**src/design/cft_pkg.sv**
```systemverilog
// ----------------------------------------------------------------------------
// cft_pkg: shared types and constants of the csv field tokeniser
// Holds the byte constants, the field descriptor passed front to back and
// the whitespace test used when tracking trim bounds.
// ----------------------------------------------------------------------------
package cft_pkg;

  localparam logic [7:0] NewlineChar  = 8'd10;
  localparam logic [7:0] DelimReset   = 8'd44;
  localparam logic [7:0] QuoteReset   = 8'd34;

  // configuration register indexes
  localparam logic [1:0] CfgDelim = 2'd0;
  localparam logic [1:0] CfgQuote = 2'd1;
  localparam logic [1:0] CfgTrim  = 2'd2;

  // one finished field or bare row marker, front to back
  typedef struct packed {
    logic       bare;      // row-end marker with no field
    logic       row_end;
    logic       overflow;
    logic       last;      // final result of the input beat
    logic [6:0] lo;        // first buffer index to give out
    logic [6:0] hi;        // one past the last index
  } fld_desc_t;

  function automatic logic is_space(input logic [7:0] c);
    is_space = (c == 8'd32) || (c >= 8'd9 && c <= 8'd13);
  endfunction

endpackage

```
**src/design/cft_front.sv**
```systemverilog
// ----------------------------------------------------------------------------
// cft_front: byte parser
// Runs the quote and delimiter state, writes field bytes into the buffer
// and posts a descriptor per finished field or row marker.
// ----------------------------------------------------------------------------
module cft_front #(
  parameter int FieldCap = 64
) (
  input  logic                 clk_i,
  input  logic                 rst_ni,
  input  logic                 in_valid_i,
  output logic                 in_stall_o,
  input  logic                 func_i,
  input  logic [7:0]           char_in_i,
  input  logic [7:0]           delim_i,
  input  logic [7:0]           quote_i,
  input  logic                 trim_i,
  input  logic                 bank_i,    // buffer bank to write
  input  logic                 bank_free_i,
  output logic                 wr_en_o,
  output logic [5:0]           wr_addr_o,
  output logic [7:0]           wr_data_o,
  output logic                 push_o,
  output logic                 push2_o,   // second descriptor in same beat
  output cft_pkg::fld_desc_t   desc_o,
  output cft_pkg::fld_desc_t   desc2_o,
  output logic                 swap_o,    // field handed over, flip bank
  input  logic                 q_room2_i  // queue can take two entries
);

  logic [6:0] len_q, len_d;
  logic [5:0] first_q, first_d, lastns_q, lastns_d;
  logic       seen_q, seen_d, inq_q, inq_d, pend_q, pend_d;
  logic       started_q, started_d, quoted_q, quoted_d;
  logic       rowf_q, rowf_d, ovf_q, ovf_d;

  logic       accept;
  logic       store, emit, emit_re, rowmark, clr, endrow, flush;
  logic       outside;
  logic [7:0] c;
  cft_pkg::fld_desc_t fd;

  // need queue room and a free bank before each beat
  assign in_stall_o = !(q_room2_i && bank_free_i);
  assign accept     = in_valid_i && !in_stall_o;
  assign c          = char_in_i;

  // classify the beat
  always_comb begin
    store = 1'b0; emit = 1'b0; emit_re = 1'b0; rowmark = 1'b0;
    clr = 1'b0; endrow = 1'b0; flush = 1'b0; outside = 1'b0;
    inq_d = inq_q; pend_d = pend_q; started_d = started_q; quoted_d = quoted_q;
    rowf_d = rowf_q;
    if (func_i) begin
      flush = 1'b1; endrow = 1'b1;
    end else if (pend_q) begin
      pend_d = 1'b0;
      if (c == quote_i) store = 1'b1;
      else begin
        inq_d = 1'b0; outside = 1'b1;
      end
    end else if (inq_q) begin
      if (c == quote_i) pend_d = 1'b1;
      else store = 1'b1;
    end else begin
      outside = 1'b1;
    end
    if (outside) begin
      if (c == quote_i) begin
        clr = started_q; inq_d = 1'b1; quoted_d = 1'b1; started_d = 1'b1;
      end else if (c == delim_i) begin
        emit = 1'b1; rowf_d = 1'b1; clr = 1'b1; started_d = 1'b0; quoted_d = 1'b0;
      end else if (c == cft_pkg::NewlineChar) begin
        endrow = 1'b1;
      end else if (!quoted_q) begin
        store = 1'b1; started_d = 1'b1;
      end
    end
    if (endrow) begin
      if (started_q) begin
        emit = 1'b1; emit_re = 1'b1;
      end else rowmark = rowf_q;
      clr = 1'b1; rowf_d = 1'b0; started_d = 1'b0; quoted_d = 1'b0;
    end
    if (flush) begin
      inq_d = 1'b0; pend_d = 1'b0; started_d = 1'b0; quoted_d = 1'b0;
      rowf_d = 1'b0;
    end
  end

  // buffer write and trim tracking
  always_comb begin
    len_d = len_q; first_d = first_q; lastns_d = lastns_q;
    seen_d = seen_q; ovf_d = ovf_q;
    wr_en_o = 1'b0;
    wr_addr_o = len_q[5:0];
    wr_data_o = c;
    if (clr) begin
      len_d = '0; first_d = '0; lastns_d = '0; seen_d = 1'b0; ovf_d = 1'b0;
    end else if (store) begin
      if (len_q < 7'(FieldCap)) begin
        wr_en_o = accept;
        if (!cft_pkg::is_space(c)) begin
          if (!seen_q) first_d = len_q[5:0];
          lastns_d = len_q[5:0];
          seen_d = 1'b1;
        end
        len_d = len_q + 7'd1;
      end else ovf_d = 1'b1;
    end
  end

  // field bounds after optional trim
  always_comb begin
    fd = '0;
    fd.lo = '0;
    fd.hi = len_q;
    if (trim_i && !quoted_q) begin
      if (seen_q) begin
        fd.lo = {1'b0, first_q};
        fd.hi = {1'b0, lastns_q} + 7'd1;
      end else fd.hi = '0;
    end
    fd.row_end  = emit_re;
    fd.overflow = ovf_q;
    fd.bare     = 1'b0;
    fd.last     = 1'b1;
  end

  always_comb begin
    desc_o  = fd;
    desc2_o = '0;
    push_o  = 1'b0;
    push2_o = 1'b0;
    swap_o  = 1'b0;
    if (accept) begin
      if (emit) begin
        push_o = 1'b1; swap_o = 1'b1;
      end else if (rowmark) begin
        push_o = 1'b1;
        desc_o = '0;
        desc_o.bare = 1'b1; desc_o.row_end = 1'b1; desc_o.last = 1'b1;
      end
    end
  end

  always_ff @(posedge clk_i or negedge rst_ni) begin
    if (!rst_ni) begin
      len_q <= '0; first_q <= '0; lastns_q <= '0; seen_q <= 1'b0;
      inq_q <= 1'b0; pend_q <= 1'b0; started_q <= 1'b0; quoted_q <= 1'b0;
      rowf_q <= 1'b0; ovf_q <= 1'b0;
    end else if (accept) begin
      len_q <= len_d; first_q <= first_d; lastns_q <= lastns_d; seen_q <= seen_d;
      inq_q <= inq_d; pend_q <= pend_d; started_q <= started_d;
      quoted_q <= quoted_d; rowf_q <= rowf_d; ovf_q <= ovf_d;
    end
  end

  logic unused;
  assign unused = bank_i;

endmodule

```
**src/design/cft_back.sv**
```systemverilog
// ----------------------------------------------------------------------------
// cft_back: field emitter
// Pops descriptors and reads the matching buffer bank byte by byte, one
// field at a time, presenting results through an output register.
// ----------------------------------------------------------------------------
module cft_back (
  input  logic               clk_i,
  input  logic               rst_ni,
  input  logic               q_valid_i,
  input  cft_pkg::fld_desc_t q_desc_i,
  output logic               pop_o,
  output logic               rd_bank_o,
  output logic               done_o,      // bank finished with
  output logic [6:0]         rd_addr_o,
  input  logic [7:0]         rd_data_i,   // registered read data
  output logic               out_valid_o,
  input  logic               out_stall_i,
  output logic [7:0]         out_char_o,
  output logic               char_valid_o,
  output logic               field_end_o,
  output logic               row_end_o,
  output logic               overflow_o,
  output logic               last_o
);

  localparam logic [1:0] StIdle = 2'd0;
  localparam logic [1:0] StRead = 2'd1;
  localparam logic [1:0] StShow = 2'd2;

  logic [1:0]  st_q, st_d;
  logic [6:0]  idx_q, idx_d;
  logic        bank_q, bank_d;
  cft_pkg::fld_desc_t cur_q, cur_d;
  logic        ov_q, ov_d;
  logic [7:0]  och_q, och_d;
  logic        ocv_q, ocv_d, ofe_q, ofe_d, ore_q, ore_d, oov_q, oov_d, ol_q, ol_d;
  logic        fin;

  assign rd_addr_o = idx_q;
  assign rd_bank_o = bank_q;

  always_comb begin
    st_d = st_q; idx_d = idx_q; bank_d = bank_q; cur_d = cur_q; ov_d = ov_q;
    och_d = och_q; ocv_d = ocv_q; ofe_d = ofe_q; ore_d = ore_q; oov_d = oov_q;
    ol_d = ol_q;
    pop_o = 1'b0; done_o = 1'b0;
    fin = idx_q + 7'd1 >= cur_q.hi;
    if (ov_q && !out_stall_i) ov_d = 1'b0;
    case (st_q)
      StIdle: begin
        if (q_valid_i && (!ov_q || !out_stall_i)) begin
          pop_o = 1'b1;
          if (q_desc_i.bare || q_desc_i.lo >= q_desc_i.hi) begin
            // bare or empty result straight to output
            ov_d = 1'b1; och_d = '0; ocv_d = 1'b0;
            ofe_d = !q_desc_i.bare; ore_d = q_desc_i.row_end;
            oov_d = q_desc_i.overflow && !q_desc_i.bare; ol_d = 1'b1;
            if (!q_desc_i.bare) begin
              done_o = 1'b1; bank_d = !bank_q;
            end
          end else begin
            cur_d = q_desc_i; idx_d = q_desc_i.lo; st_d = StRead;
          end
        end
      end
      StRead: st_d = StShow;  // memory read latency
      StShow: begin
        if (!ov_q || !out_stall_i) begin
          ov_d = 1'b1; och_d = rd_data_i; ocv_d = 1'b1;
          ofe_d = fin; ore_d = fin && cur_q.row_end; oov_d = cur_q.overflow;
          ol_d = fin;
          if (fin) begin
            st_d = StIdle; done_o = 1'b1; bank_d = !bank_q;
          end else begin
            idx_d = idx_q + 7'd1; st_d = StRead;
          end
        end
      end
      default: st_d = StIdle;
    endcase
  end

  always_ff @(posedge clk_i or negedge rst_ni) begin
    if (!rst_ni) begin
      st_q <= StIdle; idx_q <= '0; bank_q <= 1'b0; ov_q <= 1'b0;
    end else begin
      st_q <= st_d; idx_q <= idx_d; bank_q <= bank_d; ov_q <= ov_d;
    end
  end

  always_ff @(posedge clk_i) begin
    cur_q <= cur_d; och_q <= och_d; ocv_q <= ocv_d; ofe_q <= ofe_d;
    ore_q <= ore_d; oov_q <= oov_d; ol_q <= ol_d;
  end

  assign out_valid_o  = ov_q;
  assign out_char_o   = och_q;
  assign char_valid_o = ocv_q;
  assign field_end_o  = ofe_q;
  assign row_end_o    = ore_q;
  assign overflow_o   = oov_q;
  assign last_o       = ol_q;

endmodule

```
**src/design/csv_field_tokenizer.sv**
```systemverilog
// field bytes: each emitted byte passes a buffer read then the output reg, one byte at a time
// parsing: one input beat per cycle while a buffer bank and queue room exist
// two buffer banks; input stalls while both banks hold fields not yet emitted
// a field end beat passes the descriptor queue; with the emitter idle a bare
// result then passes the output reg, a field byte the buffer read then the output reg
// reset: asynchronous active low, clears parser, queue and emitter control
// ----------------------------------------------------------------------------
// csv_field_tokenizer: top level of the csv field tokeniser
// Front parser, descriptor queue, two-bank field buffer and back emitter.
// ----------------------------------------------------------------------------
module csv_field_tokenizer #(
  parameter int FieldCap = 64
) (
  input  logic       clk_i,
  input  logic       rst_ni,
  input  logic       cfg_we_i,
  input  logic [1:0] cfg_idx_i,
  input  logic [7:0] cfg_data_i,
  input  logic       in_valid_i,
  output logic       in_stall_o,
  input  logic       func_i,
  input  logic [7:0] char_in_i,
  output logic       out_valid_o,
  input  logic       out_stall_i,
  output logic [7:0] out_char_o,
  output logic       char_valid_o,
  output logic       field_end_o,
  output logic       row_end_o,
  output logic       overflow_o,
  output logic       last_o
);

  logic [7:0] delim_q, quote_q;
  logic       trim_q;

  // configuration registers
  always_ff @(posedge clk_i or negedge rst_ni) begin
    if (!rst_ni) begin
      delim_q <= cft_pkg::DelimReset; quote_q <= cft_pkg::QuoteReset; trim_q <= 1'b0;
    end else if (cfg_we_i) begin
      case (cfg_idx_i)
        cft_pkg::CfgDelim: delim_q <= cfg_data_i;
        cft_pkg::CfgQuote: quote_q <= cfg_data_i;
        cft_pkg::CfgTrim:  trim_q  <= cfg_data_i[0];
        default: ;
      endcase
    end
  end

  logic wr_en, push, push2, swap, pop, rd_bank, done;
  logic [5:0] wr_addr;
  logic [6:0] rd_addr;
  logic [7:0] wr_data, rd_data_q;
  cft_pkg::fld_desc_t desc, desc2, qhead;
  logic wbank_q;
  logic [1:0] busy_q;   // banks holding fields not yet emitted
  logic [7:0] mem [2][64];

  // descriptor queue, four deep
  cft_pkg::fld_desc_t fifo_q [4];
  logic [1:0] wp_q, rp_q;
  logic [2:0] cnt_q;

  always_ff @(posedge clk_i or negedge rst_ni) begin
    if (!rst_ni) begin
      wp_q <= '0; rp_q <= '0; cnt_q <= '0;
    end else begin
      wp_q  <= wp_q + 2'(push);
      rp_q  <= rp_q + 2'(pop);
      cnt_q <= cnt_q + 3'(push) - 3'(pop);
    end
  end
  always_ff @(posedge clk_i) begin
    if (push) fifo_q[wp_q] <= desc;
  end
  assign qhead = fifo_q[rp_q];

  // bank ownership: writer moves on at each handed-over field
  always_ff @(posedge clk_i or negedge rst_ni) begin
    if (!rst_ni) begin
      wbank_q <= 1'b0; busy_q <= '0;
    end else begin
      if (swap) wbank_q <= !wbank_q;
      busy_q <= busy_q + 2'(swap) - 2'(done);
    end
  end

  // two-bank field buffer
  always_ff @(posedge clk_i) begin
    if (wr_en) mem[wbank_q][wr_addr] <= wr_data;
    rd_data_q <= mem[rd_bank][rd_addr[5:0]];
  end

  cft_front #(.FieldCap(FieldCap)) u_front (
    .clk_i, .rst_ni, .in_valid_i, .in_stall_o, .func_i, .char_in_i,
    .delim_i(delim_q), .quote_i(quote_q), .trim_i(trim_q),
    .bank_i(wbank_q), .bank_free_i(busy_q < 2'd2),
    .wr_en_o(wr_en), .wr_addr_o(wr_addr), .wr_data_o(wr_data),
    .push_o(push), .push2_o(push2), .desc_o(desc), .desc2_o(desc2),
    .swap_o(swap), .q_room2_i(cnt_q <= 3'd2)
  );

  cft_back u_back (
    .clk_i, .rst_ni, .q_valid_i(cnt_q != 3'd0), .q_desc_i(qhead), .pop_o(pop),
    .rd_bank_o(rd_bank), .done_o(done), .rd_addr_o(rd_addr), .rd_data_i(rd_data_q),
    .out_valid_o, .out_stall_i, .out_char_o, .char_valid_o, .field_end_o,
    .row_end_o, .overflow_o, .last_o
  );

  logic unused;
  assign unused = push2 ^ (|desc2) ^ rd_addr[6];

`ifndef NO_ASSERTIONS
  a_fifo_bound: assert property (@(posedge clk_i) disable iff (!rst_ni)
    cnt_q <= 3'd4) else $error("descriptor queue overrun");
  a_no_pop_empty: assert property (@(posedge clk_i) disable iff (!rst_ni)
    pop |-> cnt_q != 3'd0) else $error("pop from empty queue");
  a_bank_bound: assert property (@(posedge clk_i) disable iff (!rst_ni)
    busy_q <= 2'd2) else $error("buffer banks overcommitted");
`endif

endmodule

```
**config.mk**
```make
export PLATFORM = sky130hd
export DESIGN_NAME = csv_field_tokenizer
export DESIGN_NICKNAME = d
export VERILOG_FILES = /design/src/design/cft_pkg.sv /design/src/design/cft_front.sv /design/src/design/cft_back.sv /design/src/design/csv_field_tokenizer.sv
export SDC_FILE = /design/constraint.sdc
export NUM_CORES = 1
export LEC_CHECK = 0
export BUFFER_PORTS_ARGS = -buffer_cell sky130_fd_sc_hd__buf_2
export CAP_MARGIN = 20
export CORE_AREA = 2 2 333 335
export CTS_CLUSTER_DIAMETER = 40
export CTS_CLUSTER_SIZE = 10
export DETAILED_ROUTE_END_ITERATION = 8
export DIE_AREA = 0 0 335 337
export GPL_TIMING_DRIVEN = 0
export PLACE_DENSITY = 0.58
export SETUP_SLACK_MARGIN = 0.02
export SLEW_MARGIN = 20
export SYNTH_ARGS = -nofsm -noshare
export SYNTH_HDL_FRONTEND = slang
export SYNTH_SLANG_ARGS = --single-unit
```
**constraint.sdc**
```tcl
create_clock -name clk_i -period 9.7 [get_ports clk_i]
set_input_delay 0.485 -clock clk_i [delete_from_list [all_inputs] [get_ports clk_i]]
set_output_delay 0.485 -clock clk_i [all_outputs]
set_load 0.05 [all_outputs]
```
==> results.cfg <==
[status]
status = finished, final reports clean

[hold_path]
hold_path.startpoint = out_stall_i
min_path_type = in2reg

[die]
die_h_um = 337
core_area_um2 = 110000
die_w_um = 335
dieArea_um2 = 113000
io_pins = 39
start_util_pct = 42.6
rows = 122

[logic_synthesis]
synth_top_family_by_area = multiplexers
avgSynthCellArea_um2 = 19.3
synth_warnings = 0
synth-xor-area-share_pct = 0.600
synth_fa_ha_area_share_pct = 0.659
syn-num-nets = 2465
synth_mux_area_share_pct = 13.4
seq_area_frac_synth_pct = 75.2
synth_ff_type = edfxtp_1
synth.cell_area_um2 = 46700
async_flop_share_pct = 5.41
syn_inst = 2417
yosys.area_share.simple_pct = 3.13
synth_edf_count = 1110
yosys.cell_types.count = 70
synth-compound-area-share_pct = 5.21
ys_ff_latch = 1182

[cts]
htree_levels = 4
cts_resized = 0
cts_tree = done
cts.sinks = 1182
clock_latency_ns = 0.77
clock_path_buffers = 3
clk_pin_slew_worst_paths_ns = 0.05
cts_buffers = 161
post_cts_buffers = 0
cts_root_buf = clkbuf_16
postCtsHoldBufs = 9

[cells_and_area]
fin_area_um2 = 54200
fin_util_pct = 49.5
final_net_count = 2690
drive_above_1_share_pct = 21.8
fillCellCount = 8887
final_common_cell = edfxtp_1
areaGrowthSynthToFinish_pct = 16.1
mostFrequentLayoutCells = edfxtp_1 (1,110), mux4_2 (211), clkbuf_16 (162)
instances_no_fill = 4174

[timing]
slew_headroom_pct = 22.1
rsz0062_at_grt = false
period_share_pct = 54.3
setup_tns_ns = 0
layout_setup_ws_ns = 4.43
worst_pin_slew_ns = 1.17
setup-violations-final = 0
max_freq_mhz = 190
period_needed_ns = 5.27
fin_worst_skew_ns = 0.0407
slew_violations = 0
worst_hold_slack_ns = 0.0453
timing_hold_violations_final = 0

[routing]
first_iter_violations = 2766
routedWlPerCell_um = 29.7
drtPass1Iterations = 5
finalWirelength_um = 124000
wl_met3_um = 9520
drc = 0
top_layer_used = met4
dr_wl_met2_um = 59200
drtAntennaViolNets = 0
drt-met1-wl_um = 50900
viasPerCell = 5.91
vias = 24700

[pwr]
seq_power_share_pct = 36.7
power.density_nw_per_um2 = 298
combPwrFrac_pct = 28.9
finalPower_mw = 16.2
swShare_pct = 32.9
peakVddDrop_v = 0.000202
leakagePower_nw = 17.7
power.switching_mw = 5.32
internal_power_mw = 10.9
clkPwrFrac_pct = 34.4

[placed_design]
place_area_um2 = 49100
dp_cells = 3896
dp_slack_ns = 4.39
globalplace.congestion = 0.936
portBuffers = 37
hpwlAfterDp_um = 83300

[worst_setup_path]
cp.required_ns = 10.37
worstPathMaxFanout = 10
critical_path.endpoint_type = flip-flop
crit_start = u_back.rd_addr_o[0]
critPathArrivalTime_ns = 5.94
start_kind = flip-flop
critPathKind = reg2reg
reg2reg_from = u_back.rd_addr_o[0]

[global_route]
grt_remaining_overflow = 0
grt_pass1_wl_um = 178000
grt_util_all_layers_pct = 22.2
grt_pass1_vias = 25200
antenna_found_initial = 2
grt_start_max_net_pins = 94

[flow_run]
maxCapViolCount = 0
-- final timing paths --
check / end / slack [ns] / depth (start not counted)
max: busy_q[1] / 4.43 / 18
min: u_back.out_valid_o / 0.05 / 3
max reg2reg: busy_q[1] / 4.43 / 18
min reg2reg: busy_q[1] / 0.48 / 1
max in group asynchronous: u_front.len_q[0] / 9.02 / 3
min in group asynchronous: quote_q[0] / 0.15 / 2
-- kinds of logic (layout without fill, tap and decap cells) --
| logic type | Yosys count | in the layout |
|---|---|---|
| AOI/OAI and AO/OA | 333 | 333 |
| xor gates and xnor gates | 32 | 32 |
| adders and majority gates | 24 | 24 |
| buffers and inverters | 174 | 504 |
| DFF | 1182 | 1182 |
| muxes | 359 | 359 |
| other | 0 | 1 |
| and+or+nand+nor | 313 | 313 |
-- registers in the layout, indices dropped and copies added, names as in the netlist, 7 cells and up --
name,cells
rd_data_q,8
delim_q,8
u_back.out_char_o,8
u_front.len_q,7
quote_q,8
mem,1024
fifo_q,64
u_back.cur_q,9
u_back.rd_addr_o,7
-- critical path: stages, from the launching register on --
cell	delay, ns
dfrtp_1	0.38
buf_4	0.27
clkbuf_1	0.65
buf_2	0.56
and3_1	0.26
nand3_1	0.10
xnor2_1	0.32
ha_1	0.31
a21o_1	0.17
a21oi_1	0.13
o21ai_0	0.13
nor2_1	0.21
a2bb2oi_1	0.59
inv_1	0.10
ha_1	0.29
inv_1	0.04
ha_1	0.18
xnor2_1	0.30
xnor2_1	0.17
-- cells in the mapped netlist, types with 8 or more instances --
cell type	number	area (um^2)
clkbuf_1	65	244
nand2_1	54	203
and3_1	10	62.6
a211oi_1	61	458
a22oi_1	58	435
a21oi_1	47	235
o21ai_0	17	85.1
ha_1	23	288
o22ai_1	33	206
xnor2_1	28	245
buf_2	23	115
edfxtp_1	1110	33300
buf_4	25	188
o211ai_1	8	60.1
buf_1	9	33.8
mux2_2	18	203
nand2b_1	8	50.1
o221ai_1	30	263
and2_1	11	68.8
inv_1	38	143
nand4_1	10	62.6
a22o_1	36	315
mux4_2	211	4750
dfrtp_1	59	1480
dfxtp_1	8	160
buf_6	10	113
nor2_1	155	582
nand3_1	20	100
mux2i_1	130	1300
-- routing by layer --
| layer | track usage, % | vias to the layer above |
|---|---|---|
| met2 | 35.4 | 1019 |
| li1 | - | 10400 |
| met4 | 8.07 | 0 |
| met1 | 29.9 | 13000 |
| met3 | 5.27 | 218 |
| met5 | 0 | - |
-- power by group through the flow --
stage	Sequential [mW]	Combinational, mW	Clock, mW
2_1_floorplan	6.09	2.74	0
3_3_place_gp	6.02	4.59	0
3_5_place_dp	6.02	4.65	0
4_1_cts	5.92	4.67	5.63
5_1_grt	5.94	4.89	5.84
6_report	5.93	4.68	5.56
-- cell type report --
cell class                      instances  area, um^2  area share [%]
Sequential cell                      1182       35100            64.7
Multi-Input combinational cell       1061       10800            19.9
Clock buffer                          192        4230            7.80
Tap cell                             1426        1780            3.29
Clock inverter                         76         840            1.55
Buffer                                134         704            1.30
Timing Repair Buffer                   62         643            1.19
Inverter                               40         150           0.277
Antenna cell                            1        2.50         0.00462
Note: power is estimated with default switching activity, not from simulation.
